--- src/hw/rtl/vlfd_pkg.sv ---
package vlfd_pkg;

    localparam int unsigned FIELD_W = 20;
    localparam logic [FIELD_W-1:0] FIELD_MAX = {FIELD_W{1'b1}};
    localparam logic [FIELD_W-1:0] MAX_FRAME_RESET = 20'd16384;

    localparam logic [1:0] KIND_DATA  = 2'd0;
    localparam logic [1:0] KIND_EMPTY = 2'd1;
    localparam logic [1:0] KIND_ERROR = 2'd2;

    // result word as it travels through the queue
    typedef struct packed {
        logic [1:0]         kind;
        logic [7:0]         frame_type;
        logic [7:0]         payload_byte;
        logic [FIELD_W-1:0] payload_length;
        logic               last;
    } t_result;

    localparam int unsigned RESULT_W = $bits(t_result);

endpackage

--- src/hw/rtl/varint_length_frame_deframer.sv ---
// Varint length-prefixed frame splitter.
// Slave stream: one stream byte per word on s_axis_tdata.
// Config: i_cfg_wr writes i_cfg_data as max_frame_size (reset 16384); write only when idle.
// Master stream: one result word per payload byte; an empty frame gives one word on
// its type byte, an oversized frame one error word (tuser = 2), then all further
// bytes are dropped until reset.
// Throughput: one byte per cycle while the queue has space; the header parse and
// limit check sit in one front stage feeding a two-entry queue.
// A result is registered in the queue before it appears on m_axis.
// Reset: synchronous, active low; clears the parser and the queue, restores the limit.
// Stall: when m_axis_tready is low the queue holds up to two results, then
// s_axis_tready drops until the receiver takes a word.
module varint_length_frame_deframer #(
    parameter int LENGTH_BITS = 20
) (
    input  logic        i_clk,
    input  logic        i_rst_n,
    input  logic        i_cfg_wr,
    input  logic [19:0] i_cfg_data,
    input  logic        s_axis_tvalid,
    output logic        s_axis_tready,
    input  logic [7:0]  s_axis_tdata,   // in_byte
    output logic        m_axis_tvalid,
    input  logic        m_axis_tready,
    output logic [39:0] m_axis_tdata,   // frame_type, payload_byte, payload_length, pad
    output logic [1:0]  m_axis_tuser,   // kind
    output logic        m_axis_tlast    // last
);
    import vlfd_pkg::*;

    logic [19:0] r_max;
    logic        space, push;
    t_result     res, q;

    always_ff @(posedge i_clk) begin
        if (!i_rst_n) begin
            r_max <= MAX_FRAME_RESET;
        end else if (i_cfg_wr) begin
            r_max <= i_cfg_data;
        end
    end

    vlfd_front #(.LENGTH_BITS(LENGTH_BITS)) u_front (
        .i_clk, .i_rst_n,
        .i_max_frame_size(r_max),
        .i_valid(s_axis_tvalid), .i_byte(s_axis_tdata), .o_ready(s_axis_tready),
        .i_space(space), .o_push(push), .o_result(res)
    );

    vlfd_queue u_queue (
        .i_clk, .i_rst_n,
        .i_push(push), .i_data(res), .o_space(space),
        .o_valid(m_axis_tvalid), .o_data(q), .i_pop(m_axis_tready)
    );

    assign m_axis_tdata = {4'd0, q.payload_length, q.payload_byte, q.frame_type};
    assign m_axis_tuser = q.kind;
    assign m_axis_tlast = q.last;

    a_kind_ok: assert property (@(posedge i_clk) disable iff (!i_rst_n)
        m_axis_tvalid |-> m_axis_tuser != 2'd3)
        else $error("bad kind");
    a_nondata_last: assert property (@(posedge i_clk) disable iff (!i_rst_n)
        m_axis_tvalid && m_axis_tuser != KIND_DATA |-> m_axis_tlast)
        else $error("empty or error word without last");
    a_err_zero: assert property (@(posedge i_clk) disable iff (!i_rst_n)
        m_axis_tvalid && m_axis_tuser == KIND_ERROR |-> m_axis_tdata[15:0] == 16'd0)
        else $error("error word carries type or data");

endmodule

--- src/hw/rtl/vlfd_front.sv ---
module vlfd_front #(
    parameter int LENGTH_BITS = 20
) (
    input  logic                     i_clk,
    input  logic                     i_rst_n,
    input  logic [19:0]              i_max_frame_size,
    input  logic                     i_valid,
    input  logic [7:0]               i_byte,
    output logic                     o_ready,
    input  logic                     i_space,
    output logic                     o_push,
    output vlfd_pkg::t_result        o_result
);
    import vlfd_pkg::*;

    localparam logic [2:0] PH_HDR_FIRST = 3'd0;
    localparam logic [2:0] PH_HDR_REST  = 3'd1;
    localparam logic [2:0] PH_TYPE      = 3'd2;
    localparam logic [2:0] PH_PAYLOAD   = 3'd3;
    localparam logic [2:0] PH_HALT      = 3'd4;

    logic [2:0]             r_phase, n_phase;
    logic [2:0]             r_left, n_left;
    logic [3:0]             r_hsize, n_hsize;
    logic [61:0]            r_accum, n_accum;
    logic [7:0]             r_type, n_type;
    logic [LENGTH_BITS-1:0] r_pleft, n_pleft;
    logic [LENGTH_BITS-1:0] r_flen, n_flen;

    logic        fire;
    logic [61:0] hdr_len;
    logic [3:0]  hdr_size;
    logic        hdr_done;
    logic [63:0] total;
    logic        too_big;
    logic [FIELD_W-1:0] len_sat;
    logic [FIELD_W-1:0] flen_out;

    assign o_ready = i_space;
    assign fire    = i_valid && i_space;

    always_comb begin
        hdr_len  = r_accum;
        hdr_size = r_hsize;
        hdr_done = 1'b0;
        if (r_phase == PH_HDR_FIRST) begin
            hdr_size = 4'd1 << i_byte[7:6];
            hdr_len  = {56'd0, i_byte[5:0]};
            hdr_done = (i_byte[7:6] == 2'd0);
        end else if (r_phase == PH_HDR_REST) begin
            hdr_len  = {r_accum[53:0], i_byte};
            hdr_done = (r_left == 3'd1);
        end
    end

    assign total   = {2'd0, hdr_len} + {60'd0, hdr_size} + 64'd1;
    assign too_big = total > {44'd0, i_max_frame_size};
    assign len_sat = (hdr_len > {42'd0, FIELD_MAX}) ? FIELD_MAX : hdr_len[FIELD_W-1:0];

    generate
        if (LENGTH_BITS >= FIELD_W) begin : g_wide
            assign flen_out = (r_flen > LENGTH_BITS'(FIELD_MAX)) ? FIELD_MAX
                            : r_flen[FIELD_W-1:0];
        end else begin : g_narrow
            assign flen_out = FIELD_W'(r_flen);
        end
    endgenerate

    always_comb begin
        n_phase  = r_phase;
        n_left   = r_left;
        n_hsize  = r_hsize;
        n_accum  = r_accum;
        n_type   = r_type;
        n_pleft  = r_pleft;
        n_flen   = r_flen;
        o_push   = 1'b0;
        o_result = '0;
        if (fire) begin
            unique case (r_phase)
                PH_HDR_FIRST, PH_HDR_REST: begin
                    n_hsize = hdr_size;
                    n_accum = hdr_len;
                    n_left  = (r_phase == PH_HDR_FIRST) ? 3'(hdr_size - 4'd1)
                                                        : r_left - 3'd1;
                    if (hdr_done) begin
                        if (too_big) begin
                            o_push = 1'b1;
                            o_result.kind           = KIND_ERROR;
                            o_result.payload_length = len_sat;
                            o_result.last           = 1'b1;
                            n_phase = PH_HALT;
                        end else begin
                            n_flen  = hdr_len[LENGTH_BITS-1:0];
                            n_phase = PH_TYPE;
                        end
                    end else begin
                        n_phase = PH_HDR_REST;
                    end
                end
                PH_TYPE: begin
                    n_type = i_byte;
                    if (r_flen == '0) begin
                        o_push = 1'b1;
                        o_result.kind       = KIND_EMPTY;
                        o_result.frame_type = i_byte;
                        o_result.last       = 1'b1;
                        n_phase = PH_HDR_FIRST;
                    end else begin
                        n_pleft = r_flen;
                        n_phase = PH_PAYLOAD;
                    end
                end
                PH_PAYLOAD: begin
                    o_push = 1'b1;
                    o_result.kind           = KIND_DATA;
                    o_result.frame_type     = r_type;
                    o_result.payload_byte   = i_byte;
                    o_result.payload_length = flen_out;
                    o_result.last           = (r_pleft == LENGTH_BITS'(1));
                    n_pleft = r_pleft - LENGTH_BITS'(1);
                    if (r_pleft == LENGTH_BITS'(1)) begin
                        n_phase = PH_HDR_FIRST;
                    end
                end
                PH_HALT: begin
                    n_phase = PH_HALT;
                end
                default: begin
                    n_phase = PH_HALT;
                end
            endcase
        end
    end

    always_ff @(posedge i_clk) begin
        if (!i_rst_n) begin
            r_phase <= PH_HDR_FIRST;
            r_left  <= '0;
            r_hsize <= '0;
            r_accum <= '0;
            r_type  <= '0;
            r_pleft <= '0;
            r_flen  <= '0;
        end else begin
            r_phase <= n_phase;
            r_left  <= n_left;
            r_hsize <= n_hsize;
            r_accum <= n_accum;
            r_type  <= n_type;
            r_pleft <= n_pleft;
            r_flen  <= n_flen;
        end
    end

    a_halt_sticky: assert property (@(posedge i_clk) disable iff (!i_rst_n)
        r_phase == PH_HALT |=> r_phase == PH_HALT)
        else $error("halt state left");
    a_no_push_halt: assert property (@(posedge i_clk) disable iff (!i_rst_n)
        r_phase == PH_HALT |-> !o_push)
        else $error("result while halted");
    a_push_space: assert property (@(posedge i_clk) disable iff (!i_rst_n)
        o_push |-> i_space)
        else $error("push without queue space");

endmodule

--- src/hw/rtl/vlfd_queue.sv ---
module vlfd_queue (
    input  logic               i_clk,
    input  logic               i_rst_n,
    input  logic               i_push,
    input  vlfd_pkg::t_result  i_data,
    output logic               o_space,
    output logic               o_valid,
    output vlfd_pkg::t_result  o_data,
    input  logic               i_pop
);
    import vlfd_pkg::*;

    // two-entry skid queue: full rate, registered ready
    t_result    r_mem [2];
    logic       r_wp, r_rp;
    logic [1:0] r_cnt;
    logic       pop;

    assign o_space = (r_cnt != 2'd2);
    assign o_valid = (r_cnt != 2'd0);
    assign o_data  = r_mem[r_rp];
    assign pop     = i_pop && o_valid;

    always_ff @(posedge i_clk) begin
        if (i_push) begin
            r_mem[r_wp] <= i_data;
        end
    end

    always_ff @(posedge i_clk) begin
        if (!i_rst_n) begin
            r_wp  <= 1'b0;
            r_rp  <= 1'b0;
            r_cnt <= 2'd0;
        end else begin
            if (i_push) r_wp <= ~r_wp;
            if (pop)    r_rp <= ~r_rp;
            r_cnt <= r_cnt + 2'(i_push) - 2'(pop);
        end
    end

    a_cnt_range: assert property (@(posedge i_clk) disable iff (!i_rst_n)
        r_cnt != 2'd3)
        else $error("queue count overflow");
    a_no_overflow: assert property (@(posedge i_clk) disable iff (!i_rst_n)
        r_cnt == 2'd2 && !pop |-> !i_push)
        else $error("push into full queue");
    a_ptr_match: assert property (@(posedge i_clk) disable iff (!i_rst_n)
        (r_cnt == 2'd0 || r_cnt == 2'd2) |-> r_wp == r_rp)
        else $error("pointer mismatch");

endmodule

--- config.mk ---
export PLATFORM = sky130hd
export DESIGN_NAME = varint_length_frame_deframer
export DESIGN_NICKNAME = d
export VERILOG_FILES = /design/src/hw/rtl/vlfd_pkg.sv /design/src/hw/rtl/varint_length_frame_deframer.sv /design/src/hw/rtl/vlfd_front.sv /design/src/hw/rtl/vlfd_queue.sv
export SDC_FILE = /design/constraint.sdc
export NUM_CORES = 1
export LEC_CHECK = 0
export ABC_AREA = 0
export BUFFER_PORTS_ARGS = -buffer_cell sky130_fd_sc_hd__buf_2
export CAP_MARGIN = 0
export CORE_ASPECT_RATIO = 0.7
export CORE_MARGIN = 1
export CORE_UTILIZATION = 25
export CTS_CLUSTER_DIAMETER = 40
export CTS_CLUSTER_SIZE = 12
export DETAILED_ROUTE_END_ITERATION = 10
export PLACE_DENSITY = 0.35
export SYNTH_ARGS = -nofsm -noshare
export SYNTH_HDL_FRONTEND = slang
export SYNTH_SLANG_ARGS = --single-unit
--- constraint.sdc ---
create_clock -name i_clk -period 12.3 [get_ports i_clk]
set_clock_uncertainty 0.1 [all_clocks]
set_input_delay 1.845 -clock i_clk [delete_from_list [all_inputs] [get_ports i_clk]]
set_output_delay 1.845 -clock i_clk [all_outputs]
set_load 0.05 [all_outputs]
==> results of run 1 <==
[worst min path at each step]
| stage | slack (ns) | to | from | cells after the start |
|---|---|---|---|---|
| after floorplan | 0.33 | u_front.r_left[1]$_SDFFE_PN0P_ | u_front.r_left[1]$_SDFFE_PN0P_ | 2 |
| after global placement | 0.34 | u_front.r_left[1]$_SDFFE_PN0P_ | u_front.r_left[1]$_SDFFE_PN0P_ | 2 |
| after detailed placement | 0.34 | u_front.r_left[1]$_SDFFE_PN0P_ | u_front.r_left[1]$_SDFFE_PN0P_ | 2 |
| after CTS | 0.35 | u_front.r_left[1]$_SDFFE_PN0P_ | u_front.r_left[1]$_SDFFE_PN0P_ | 2 |
| after global routing | 0.39 | u_front.r_left[1]$_SDFFE_PN0P_ | u_front.r_left[1]$_SDFFE_PN0P_ | 2 |
| final | 0.35 | u_front.r_left[1]$_SDFFE_PN0P_ | u_front.r_left[1]$_SDFFE_PN0P_ | 2 |
[metal layers]
metal	track usage (%)	up-vias
li1	-	6862
met1	33.4	7190
met3	4.85	54
met2	23.8	497
met5	0	-
met4	3.91	0
[layout make-up]
class / instances / area [um^2] / area share [%]
diodes: 2 / 5.00 / 0.0281
clock buffers: 42 / 965 / 5.41
clock inverters: 26 / 344 / 1.93
inverters: 45 / 171 / 0.962
multi-input cells: 1448 / 9530 / 53.5
flip-flops and latches: 223 / 5250 / 29.5
well taps: 808 / 1010 / 5.67
repair buffers: 96 / 538 / 3.02
[logic make-up after synthesis]
family	Yosys count
simple gates	839
buf+inv	166
fa+ha+maj	32
mux	105
xor+xnor	101
flops	223
compound gates	367
other cells	1
[metrics by stage]
stage	hold WS (ns)	utilization [%]	cells	setup WS, ns	area [um^2]
CTS	0.350	29.5	2688	2.72	17800
global route	0.394	29.5	2688	2.20	17800
detailed placement	0.345	27.3	2620	2.18	16500
floorplan	0.332	-	1837	3.10	15500
global placement	0.341	27.3	2620	2.18	16500
finish	0.347	29.5	2690	2.53	17800
[cells in the mapped netlist, drive strengths merged (5+ instances only)]
library cell	count	area, um^2
a211oi	62	470
nor2	230	868
a41oi	5	43.8
nand4bb	21	236
xnor2	75	657
o22ai	5	31.3
clkbuf	79	297
nand3b	6	45.0
a222oi	9	90.1
o21ai	107	539
or4bb	15	169
nand2	145	547
nor2b	8	50.1
mux2i	60	613
o211ai	8	60.1
a31oi	11	68.8
nand3	53	275
ha	32	400
or2	16	100
nand2b	7	43.8
nor4bb	9	90.1
a21oi	55	279
o31ai	9	81.3
inv	45	169
o31a	5	45.0
or3	18	113
a21o	8	60.1
and4	8	70.1
mux2	45	510
a22oi	19	148
and3	25	156
edfxtp	78	2340
nor3	65	325
o21a	17	128
nand4b	7	61.3
xor2	26	228
nand4	48	313
or4	19	143
and2	63	394
nor4	65	492
dfxtp	145	2900
buf	42	243
[sequential cells by signal, indices dropped and copies added (netlist names), named ones only]
signal           flops
u_queue.r_rp         1
u_front.r_pleft     20
u_front.r_hsize      4
u_front.r_accum     62
u_front.r_flen      20
u_queue.r_mem       78
u_front.r_phase      3
u_queue.r_cnt        2
u_front.r_type       8
u_queue.r_wp         1
u_front.r_left       3
r_max               20
[where the power goes]
part,switching (mW),total (mW),internal (mW)
clock,0.421,1.12,0.703
sequential,0.0979,0.980,0.883
combinational,0.988,1.46,0.467
[worst max-delay path, delay by kind of cell]
kind	cells	cell delay (ns)
AO/OA/AOI/OAI	14	3.44
AND/OR/NAND/NOR	12	3.31
adder cells (fa/ha/maj)	2	0.77
XOR/XNOR	1	0.21
buffers and inverters	1	0.19
==> impl_metrics.json, run 1 <==
{
  "dr_wl_met3_um": 5100,
  "synth_compound_area_share_pct": 16.1,
  "status": "finished, final reports clean",
  "end_kind": "flop",
  "timing.rr.start": "u_front.r_phase[0]$_SDFFE_PN0P_",
  "die_h_um": 210,
  "clock-sinks": 223,
  "max_stage_delay_ns": 0.62,
  "mostFrequentLayoutCells": "nor2_1 (226), nand2_1 (144), dfxtp_1 (141)",
  "cts_tree": "done",
  "finalSetupViolCount": 0,
  "r2r-end": "u_queue.r_mem[1][35]$_DFFE_PP_",
  "total_leakage_power_nw": 6.31,
  "endpoint": "u_queue.r_mem[1][35]$_DFFE_PP_",
  "path_class": "in2reg",
  "cp-startpoint": "s_axis_tdata[6]",
  "pwr_density_cell_mw_per_mm2": 200,
  "postRouteAntennaNets": 0,
  "grt_pass1_wl_um": 93100,
  "root_buffer": "clkbuf_16",
  "grt.total_usage_pct": 19.8,
  "ir_drop_uv": 80.2,
  "synth_edf_count": 78,
  "top_layer_used": "met4",
  "final_common_cell": "nor2_1",
  "nFillCells": 6489,
  "routed_via_density": 5.43,
  "synth_top_family_by_area": "simple AND/OR/NAND/NOR gates",
  "cts_hold_buf": 0,
  "yosys_warnings": 0,
  "start_kind": "input port",
  "clk_path_buf_depth": 3,
  "drc": 0,
  "synthDistinctLibCells": 96,
  "synth_area_mm2": 0.0154,
  "async_flop_share_pct": 0,
  "clk_pin_slew_ns": 0.05,
  "dr.first_iter.drc_count": 1437,
  "reg2reg_depth": 30,
  "cpMostUsedCell": "o21ai_0",
  "hold_violations": 0,
  "vias": 14600,
  "cts_resized": 0,
  "worstSkewPairLatency_ns": 0.56,
  "dieArea_mm2": 0.0628,
  "drt-met1-wl_um": 35000,
  "nets": 1916,
  "slew_violations": 0,
  "grt_max_degree": 90,
  "yosys_register_bits": 223,
  "slew_headroom_pct": 20.2,
  "tns_ns": 0,
  "synthSimpleGateAreaFrac_pct": 29.8,
  "ys_seq_area_share_pct": 34.0,
  "worstPathMaxFanout": 39,
  "grt_pass1_vias": 13700,
  "gp_congestion": 0.893,
  "gr-total-overflow": 0,
  "hold_path_class": "reg2reg",
  "core_mm2": 0.0604,
  "muxShareOfSynthArea_pct": 7.28,
  "synthAdderAreaFrac_pct": 2.59,
  "antenna_found_initial": 2,
  "worstPathRequired_ns": 12.36,
  "slowest_stage": "nor4_4",
  "cts_setup_buffers": 0,
  "row_count": 75,
  "htreeDepth": 2,
  "max_freq_ghz": 0.102,
  "drt_wl_total_um": 63500,
  "io_buffers": 73,
  "worstMarginPinSlew_ns": 1.18,
  "wl_met2_um": 22500,
  "cts_buffers": 37,
  "dpl.hpwl_um": 46800,
  "start_util_pct": 25.6,
  "power_mw": 3.56,
  "drive_gt1_share_pct": 14.0,
  "die-width_um": 299,
  "syn_inst": 1834,
  "finalCritPeriodShare_pct": 79.4,
  "synth_xor_area_share_pct": 5.73,
  "finalCriticalPeriod_ns": 9.77,
  "pin_count": 78,
  "rsz0062_at_grt": "no",
  "syn_area_per_cell_um2": 8.42,
  "area_growth_pct": 15.4,
  "wl_per_cell_um": 23.6,
  "yosys_most_used_dff": "dfxtp_1",
  "worst-r2r-setup-slack_ns": 2.64,
  "firstDrtPassIters": 5,
  "maxCapViolCount": 0,
  "worstPathArrival_ns": 9.82
}
Note: power is estimated with default switching activity, not from simulation.
==> inputs of run 2 (changes only) <==
Settings changed: ABC_AREA 0 to 1.
Clock period 12.3 ns to 10 ns, I/O delays scaled along.
==> run 2 against run 1 <==
- sequential power rose by 44%
- cell count grew 37%
- clock-buffer cell count grew 7
- combinational power rose to 2.9 times the previous value
- critical path type unchanged
- first-iteration DRC count grew 20%
- clock power is 25% higher
- area after synthesis grew 11%
==> impl_metrics.json, run 2 <==
{
  "status": "finished, final reports clean",
  "largestRegisters": "u_queue.r_mem x78, u_front.r_accum x62",
  "min_from": "u_queue.r_rp$_SDFFE_PN0P_",
  "worstPathArrival_ns": 7.76,
  "worstPathMaxFanout": 22,
  "slowest_stage": "nor2_4",
  "power_frac_comb_pct": 59.9,
  "synth_area_mm2": 0.0172,
  "antenna_found_initial": 2,
  "critPathTopFamily": "simple AND/OR/NAND/NOR gates",
  "drc": 0,
  "power_mw": 7.01,
  "finalCriticalPeriod_ns": 7.61,
  "grt-busiest-layer": "met1",
  "gp_congestion": 0.928,
  "pwr_density_cell_mw_per_mm2": 356,
  "worst-r2r-setup-slack_ns": 2.42,
  "clk_pin_slew_ns": 0.05,
  "yosys_register_bits": 223,
  "post_synth_most_frequent_cells": "nand2_1 (736), nor2_1 (483), inv_1 (288), nand3_1 (172), a21oi_1 (146)",
  "max_stage_delay_ns": 0.53,
  "drive_gt1_share_pct": 13.0,
  "diodes": 0,
  "place_area_mm2": 0.0183,
  "timing.rr.start": "u_front.r_phase[0]$_SDFFE_PN0P_",
  "postLayoutCoreUtil_pct": 28.9,
  "met3_usage_pct": 3.42,
  "syn_inst": 2719,
  "synth.most_common_cell": "nand2_1",
  "pre_cts_ws_ns": 1.78,
  "swShare_pct": 54.5,
  "yosys_warnings": 0,
  "wl_per_cell_um": 20.5,
  "area_growth_pct": 14.4,
  "async_flop_share_pct": 0,
  "switching_power_mw": 3.82,
  "hold_violations": 0,
  "layout_setup_ws_ns": 2.39,
  "yosys_most_used_dff": "dfxtp_1",
  "io_buffers": 73,
  "end_kind": "flop",
  "worstSkewPairLatency_ns": 0.59,
  "gr-total-overflow": 0,
  "regMostFlops": "u_queue.r_mem",
  "clk_path_buf_depth": 3,
  "grt_pass1_wl_um": 113000,
  "grt_use_met2_pct": 27.6,
  "dpl.hpwl_um": 61300,
  "start_util_pct": 25.3,
  "path_class": "in2reg",
  "firstDrtPassIters": 6,
  "mostFrequentLayoutCells": "nand2_1 (736), nor2_1 (480), inv_1 (288)",
  "dieArea_mm2": 0.0699,
  "syn_area_per_cell_um2": 6.33,
  "tns_ns": 0,
  "cellInternalPower_mw": 3.19,
  "power_frac_seq_pct": 20.1,
  "worstPathRequired_ns": 10.15,
  "cts_setup_buffers": 0,
  "synthDistinctLibCells": 56,
  "cts_resized": 0,
  "rsz0062_at_grt": "no",
  "largest_register_ffs": 78,
  "fin_hold_ws_ns": 0.357,
  "htreeDepth": 2,
  "synth_edf_count": 78,
  "yosys-top-cells-area": "dfxtp_1 (17%), nand2_1 (16%), edfxtp_1 (14%), nor2_1 (11%), inv_1 (6.3%)",
  "row_count": 80,
  "cts_tree": "done",
  "cpMostUsedCell": "nand2_1",
  "cts_hold_buf": 0,
  "yosysTopAreaCellShare_pct": 16.9,
  "dr.first_iter.drc_count": 1722,
  "slew_violations": 0,
  "final_common_cell": "nand2_1",
  "vias": 18200,
  "stdcell_count": 3696,
  "grt.met1_usage_pct": 36.2,
  "ir_drop_uv": 192,
  "core_mm2": 0.0682,
  "root_buffer": "clkbuf_16",
  "die-width_um": 316,
  "routed_via_density": 4.94,
  "pin_count": 78,
  "clock-sinks": 223,
  "postRouteAntennaNets": 0,
  "drt_wl_total_um": 75800,
  "total_leakage_power_nw": 8.23,
  "synth_top_area_cell": "dfxtp_1",
  "slew_headroom_pct": 25.4,
  "dpl.cell_count": 3620,
  "cts_buffers": 41,
  "maxCapViolCount": 0,
  "max_freq_ghz": 0.131,
  "die_h_um": 222,
  "finalCritPeriodShare_pct": 76.1,
  "hold_path_class": "reg2reg",
  "p_clk_share_pct": 20.0,
  "design_area_mm2": 0.0197,
  "start_kind": "input port",
  "grt_max_degree": 113,
  "min_delay_path_depth": 1,
  "ys_seq_area_share_pct": 30.5,
  "r2r-end": "u_queue.r_mem[0][18]$_DFFE_PP_",
  "grt_pass1_vias": 17400,
  "reg2reg_depth": 39,
  "grt.total_usage_pct": 21.6,
  "nets": 2826,
  "finalSetupViolCount": 0,
  "critical_path_buf_inv_count": 6,
  "worstMarginPinSlew_ns": 1.11
}
-- run 2: kinds of logic after synthesis --
kind of cell / count (synthesis) / share of synthesized area, %
flops: 223 / 30.5
mux: 39 / 2.55
buf+inv: 411 / 10.1
other cells: 1 / 0.0218
compound gates: 320 / 9.83
fa+ha+maj: 32 / 2.33
xor+xnor: 35 / 1.82
simple gates: 1658 / 42.9
-- run 2: routing by layer --
metal  up-vias  wire length, um
met3        64             4460
met4         2             1130
met2       506            27800
met5         -               20
met1      8797            42400
li1       8878                -
-- run 2: worst max-delay path by stage --
stage / start / endpoint / depth (start not counted)
floorplan: s_axis_tdata[6] / u_queue.r_mem[0][0]$_DFFE_PP_ / 41
global placement: s_axis_tdata[6] / u_queue.r_mem[0][14]$_DFFE_PP_ / 40
detailed placement: s_axis_tdata[6] / u_queue.r_mem[0][14]$_DFFE_PP_ / 40
CTS: s_axis_tdata[6] / u_queue.r_mem[0][18]$_DFFE_PP_ / 40
global route: u_front.r_phase[0]$_SDFFE_PN0P_ / u_queue.r_mem[0][18]$_DFFE_PP_ / 39
finish: s_axis_tdata[6] / u_queue.r_mem[0][18]$_DFFE_PP_ / 40
-- run 2: final cells by class --
class,instances,area [um^2]
Sequential cell,223,5250
Clock buffer,49,1110
Timing Repair Buffer,87,473
Inverter,320,1200
Clock inverter,27,285
Multi-Input combinational cell,2088,10300
Fill cell,7698,48500
Tap cell,902,1130
-- run 2: power by group through the flow --
stage	logic [mW]	registers (mW)	clock network, mW
6_report	4.20	1.41	1.40
3_3_place_gp	4.19	1.42	0
5_1_grt	4.63	1.44	1.49
3_5_place_dp	4.18	1.42	0
2_1_floorplan	2.95	1.36	0
4_1_cts	4.20	1.41	1.44
-- run 2: worst reg2reg max path, delay by kind of cell, from the launching register on --
kind / cells / cell delay, ns
AOI/OAI and AO/OA: 3 / 0.41
adders and majority gates: 3 / 0.78
and+or+nand+nor: 28 / 4.36
buffers and inverters: 4 / 1.04
DFF: 1 / 0.38
xor gates and xnor gates: 1 / 0.19
